## src/rdbm_pkg.sv

```systemverilog
// Shared types, codes and defaults for the region-decoded byte memory.
package rdbm_pkg;

    localparam int unsigned LANES  = 4;
    localparam int unsigned BANK_W = 2;

    localparam int unsigned RAM_BYTES_DEF   = 65536;
    localparam int unsigned HEAP_BYTES_DEF  = 65536;
    localparam int unsigned STACK_BYTES_DEF = 16384;
    localparam int unsigned VRAM_BYTES_DEF  = 16384;

    localparam logic [31:0] HEAP_BASE_RST  = 32'h1000_0000;
    localparam logic [31:0] STACK_BASE_RST = 32'h2000_0000;
    localparam logic [31:0] VRAM_BASE_RST  = 32'h3000_0000;

    localparam int unsigned FUNC_W = 3;
    localparam logic [FUNC_W-1:0] FUNC_READ8   = 3'd0;
    localparam logic [FUNC_W-1:0] FUNC_READ16  = 3'd1;
    localparam logic [FUNC_W-1:0] FUNC_READ32  = 3'd2;
    localparam logic [FUNC_W-1:0] FUNC_WRITE8  = 3'd3;
    localparam logic [FUNC_W-1:0] FUNC_WRITE16 = 3'd4;
    localparam logic [FUNC_W-1:0] FUNC_WRITE32 = 3'd5;

    localparam int unsigned CFG_W = 2;
    localparam logic [CFG_W-1:0] CFG_HEAP_BASE  = 2'd0;
    localparam logic [CFG_W-1:0] CFG_STACK_BASE = 2'd1;
    localparam logic [CFG_W-1:0] CFG_VRAM_BASE  = 2'd2;

    typedef enum logic [2:0] {
        REG_NONE,
        REG_RAM,
        REG_HEAP,
        REG_STACK,
        REG_VRAM
    } t_region;

    typedef struct packed {
        t_region     region;
        logic [31:0] offset;
    } t_lane_dec;

endpackage

```

## src/rdbm_lane.sv

```systemverilog
// Address decoder for one byte lane: region match in priority order and region offset.
module rdbm_lane #(
    parameter int unsigned RAM_BYTES   = rdbm_pkg::RAM_BYTES_DEF,
    parameter int unsigned HEAP_BYTES  = rdbm_pkg::HEAP_BYTES_DEF,
    parameter int unsigned STACK_BYTES = rdbm_pkg::STACK_BYTES_DEF,
    parameter int unsigned VRAM_BYTES  = rdbm_pkg::VRAM_BYTES_DEF
) (
    input  logic [31:0]         i_addr,
    input  logic [31:0]         i_heap_base,
    input  logic [31:0]         i_stack_base,
    input  logic [31:0]         i_vram_base,
    output rdbm_pkg::t_lane_dec o_dec
);

    localparam logic [31:0] RamSize   = 32'(RAM_BYTES);
    localparam logic [31:0] HeapSize  = 32'(HEAP_BYTES);
    localparam logic [31:0] StackSize = 32'(STACK_BYTES);
    localparam logic [31:0] VramSize  = 32'(VRAM_BYTES);

    logic [31:0] w_heap_off;
    logic [31:0] w_stack_off;
    logic [31:0] w_vram_off;
    logic        w_in_ram;
    logic        w_in_heap;
    logic        w_in_stack;
    logic        w_in_vram;

    // windows past 2^32 end at the top: the wrapped offset fails the base compare
    assign w_heap_off  = i_addr - i_heap_base;
    assign w_stack_off = i_addr - i_stack_base;
    assign w_vram_off  = i_addr - i_vram_base;

    assign w_in_ram   = i_addr < RamSize;
    assign w_in_heap  = (i_addr >= i_heap_base) && (w_heap_off < HeapSize);
    assign w_in_stack = (i_addr >= i_stack_base) && (w_stack_off < StackSize);
    assign w_in_vram  = (i_addr >= i_vram_base) && (w_vram_off < VramSize);

    always_comb begin
        if (w_in_ram) begin
            o_dec.region = rdbm_pkg::REG_RAM;
            o_dec.offset = i_addr;
        end else if (w_in_heap) begin
            o_dec.region = rdbm_pkg::REG_HEAP;
            o_dec.offset = w_heap_off;
        end else if (w_in_stack) begin
            o_dec.region = rdbm_pkg::REG_STACK;
            o_dec.offset = w_stack_off;
        end else if (w_in_vram) begin
            o_dec.region = rdbm_pkg::REG_VRAM;
            o_dec.offset = w_vram_off;
        end else begin
            o_dec.region = rdbm_pkg::REG_NONE;
            o_dec.offset = '0;
        end
    end

endmodule

```

## config.mk

```make
export PLATFORM = sky130hd
export DESIGN_NAME = rdbm_lane
export DESIGN_NICKNAME = d
export VERILOG_FILES = /design/src/rdbm_pkg.sv /design/src/rdbm_lane.sv
export SDC_FILE = /design/constraint.sdc
export NUM_CORES = 1
export LEC_CHECK = 0
export BUFFER_PORTS_ARGS = -buffer_cell sky130_fd_sc_hd__buf_2
export CAP_MARGIN = 10
export CORE_UTILIZATION = 45
export DETAILED_ROUTE_END_ITERATION = 10
export PLACE_DENSITY = 0.68
export SETUP_SLACK_MARGIN = 0.5
export SYNTH_ARGS = -nofsm -noshare
export SYNTH_HDL_FRONTEND = slang
export SYNTH_SLANG_ARGS = --single-unit
```

## constraint.sdc

```tcl
create_clock -name vclk -period 5
set_input_delay 0.5 -clock vclk [all_inputs]
set_output_delay 0.5 -clock vclk [all_outputs]
set_load 0.05 [all_outputs]
```

==> metrics.txt <==
Hold Path End o_dec[1]; Total Power 1.15 mW; Static Leakage 4.14 nW; outcome complete, no violations; vias in the first global route 7,859; drt drc 0; first-pass GRT wire length 39,900 µm; initial core utilization 46.0%; Routed wire per std cell 18.2 µm; final slew viol count 0; worst min path class input port to output pin; post-route cell area 9350 µm²; Clock power frac 0%; Nets 1,470; hold buffers post-CTS 0; synthesized area 7310 µm²; Req. time, crit path 4500 ps; CP startpoint kind input port; ANT cells 0; Max VDD drop 0.0000616 V; Max-Cap Viols 0; crit path from i_addr[2]; CORE AREA 15,900 µm²; Critical Path Fanout Max 8; crit path kind input port to output pin; seq_cells 0; Pre-antenna DRT Iters 5; DRT iter0 DRCs 925; count of final setup violators 0; Syn. warnings 0; fraction of final layout cells sized beyond drive strength 1 29.6%; die width 129 µm; Register Area 0 µm²; syn_area_per_cell 6.62 µm²; Peak Freq 220 MHz; Net Sw Frac 59.6%; Logic pwr share 100.0%; routability congestion estimate 0.988; P_int 0.465 mW; via count 8,920; Pwr Density 123 nW/µm²; Vias/cell 6.12; total grt overflow 0; Hold Slack 1460 ps; Post-Route WL 26,500 µm; area grow syn2layout 27.8%; actual slew at the worst max-slew pin 838 ps; Final ANT Viol Nets 0; part of the cycle the worst path needs 91.0%; library cells used by synthesis 93; initial antenna violation count 0; global-route usage over all layers 29.6%; sequential share of the synthesized area 0%; final hold vios 0; post-route setup TNS 0 ps; DP Wirelength 21,000 µm; largest net degree at the start of global routing 20; die area 16,800 µm²; Final min period 4550 ps; # rows 46; num ports 163; Rel. slew slack 44.2%; hold path startpoint i_addr[1]; Post-DP Area 8100 µm²; Setup crit end kind output pin; Syn Inst Count 1,105; sw power 0.685 mW; Port Buf Inserts 147; share of power burned in registers 0%; Hold Crit Depth 4; die height 129 µm; RSZ-0062 raised after global routing true; arrival time at the worst endpoint 4050 ps; number of clock buffers in the layout 0
[placed cells by master, fill, tap and decap left out, types with 9 or more instances in the layout]
| cell | Yosys | layout |
|---|---|---|
| nand2_1 | 92 | 90 |
| o21bai_1 | 9 | 9 |
| and2_1 | 13 | 11 |
| a21oi_2 | 2 | 10 |
| buf_4 | 18 | 36 |
| buf_6 | 6 | 20 |
| nor4_1 | 12 | 10 |
| o211ai_1 | 17 | 17 |
| a21oi_1 | 106 | 95 |
| ha_4 | 0 | 21 |
| a21o_1 | 32 | 32 |
| nand3_1 | 22 | 20 |
| nand4_1 | 25 | 25 |
| buf_2 | 13 | 121 |
| and3_1 | 9 | 9 |
| a31oi_1 | 18 | 16 |
| o21ai_0 | 59 | 50 |
| xnor2_1 | 30 | 29 |
| conb_1 | 1 | 16 |
| o21ai_1 | 10 | 14 |
| ha_2 | 0 | 24 |
| nor2_1 | 86 | 82 |
| nor3_2 | 1 | 10 |
| a211oi_2 | 14 | 11 |
| xor2_1 | 21 | 20 |
| nor3_1 | 37 | 27 |
| o21a_1 | 20 | 20 |
| inv_1 | 116 | 109 |
| nand2b_1 | 15 | 13 |
| ha_1 | 96 | 51 |
[worst max-delay path: stages]
cell       delay [ps]
buf_2             200
ha_2              350
nor2b_2           170
o2111ai_2         250
a2111oi_4         120
buf_4             170
o31ai_4           270
a311oi_2          160
a2111oi_2         340
nand4b_1          200
nor4_4            220
and4_4            290
buf_6             110
buf_12            130
nand2_4            60
a211oi_4          290
buf_6             190
[worst max-delay path by stage]
stage,endpoint,slack [ps],depth (start not counted)
after floorplan,o_dec[14],430,12
after global placement,o_dec[13],50,17
after detailed placement,o_dec[13],-4,17
after CTS,o_dec[8],440,20
after global routing,o_dec[2],320,17
final,o_dec[13],450,17
[Yosys cell counts (4+ instances only)]
library cell | instances | area share (%)
a2111oi_0 | 4 | 0.48
a211oi_1 | 12 | 1.2
a211oi_2 | 14 | 2.4
a21o_1 | 32 | 3.3
a21oi_1 | 106 | 7.3
a31oi_1 | 18 | 1.5
and2_1 | 13 | 1.1
and3_1 | 9 | 0.77
and4_1 | 7 | 0.84
buf_2 | 13 | 0.89
buf_4 | 18 | 1.8
buf_6 | 6 | 0.92
clkbuf_1 | 25 | 1.3
ha_1 | 96 | 16
inv_1 | 116 | 6.0
mux2i_1 | 6 | 0.82
nand2_1 | 92 | 4.7
nand2_2 | 11 | 0.94
nand2b_1 | 15 | 1.3
nand3_1 | 22 | 1.5
nand3b_1 | 5 | 0.51
nand4_1 | 25 | 2.1
nor2_1 | 86 | 4.4
nor2b_1 | 9 | 0.77
nor3_1 | 37 | 2.5
nor3b_1 | 5 | 0.51
nor4_1 | 12 | 1.0
o2111ai_1 | 7 | 0.84
o211a_1 | 5 | 0.68
o211ai_1 | 17 | 1.7
o21a_1 | 20 | 2.1
o21ai_0 | 59 | 4.0
o21ai_1 | 10 | 0.68
o21bai_1 | 9 | 0.92
o221ai_1 | 4 | 0.48
o22ai_1 | 4 | 0.34
o31ai_1 | 10 | 1.0
or3_1 | 7 | 0.60
xnor2_1 | 30 | 3.6
xor2_1 | 21 | 2.5
[timing repair]
item	in CTS	in global routing
setup endpoints to repair	18	19
gates resized for setup	104	130
gates cloned	1	0
setup buffers	11	15
pin swaps	40	56
[kinds of logic (layout without fill, tap and decap cells)]
logic type,Yosys count,in the layout,synth area share (%)
compound gates,387,387,37.0
xor+xnor,51,51,6.11
fa+ha+maj,99,99,17.2
buf+inv,181,302,11.3
mux,9,9,1.28
other cells,1,16,0.0513
simple gates,377,377,27.0
[cell type report]
class	count	area, µm²
Tap cell	216	270
Inverter	116	443
Fill cell	1494	6540
Multi-Input combinational cell	939	7400
Timing Repair Buffer	186	1230
[power groups by stage]
stage / clock network, mW / registers, mW / logic, mW
5_1_grt: 0 / 0 / 1.24
3_3_place_gp: 0 / 0 / 0.970
4_1_cts: 0 / 0 / 1.02
6_report: 0 / 0 / 1.15
2_1_floorplan: 0 / 0 / 0.733
3_5_place_dp: 0 / 0 / 0.973
[layer usage]
metal  wire, µm  track usage, %  share of wire [%]  up-vias
li1           -               -                  -     4321
met1      11600            40.4                 44     4077
met2      11700            49.0                 44      433
met3       1780            1.03                6.7       89
met4       1410            12.4                5.3        0
met5          0               0                  0        -
[metrics by stage]
stage / instances / util [%] / setup slack (ps)
final: 1457 / 58.8 / 448
after global routing: 1457 / 58.8 / 317
after CTS: 1442 / 54.3 / 442
after detailed placement: 1430 / 51.0 / -4.41
after global placement: 1430 / 51.0 / 52.0
after floorplan: 1120 / - / 426
(Power assumes the default switching activity.)
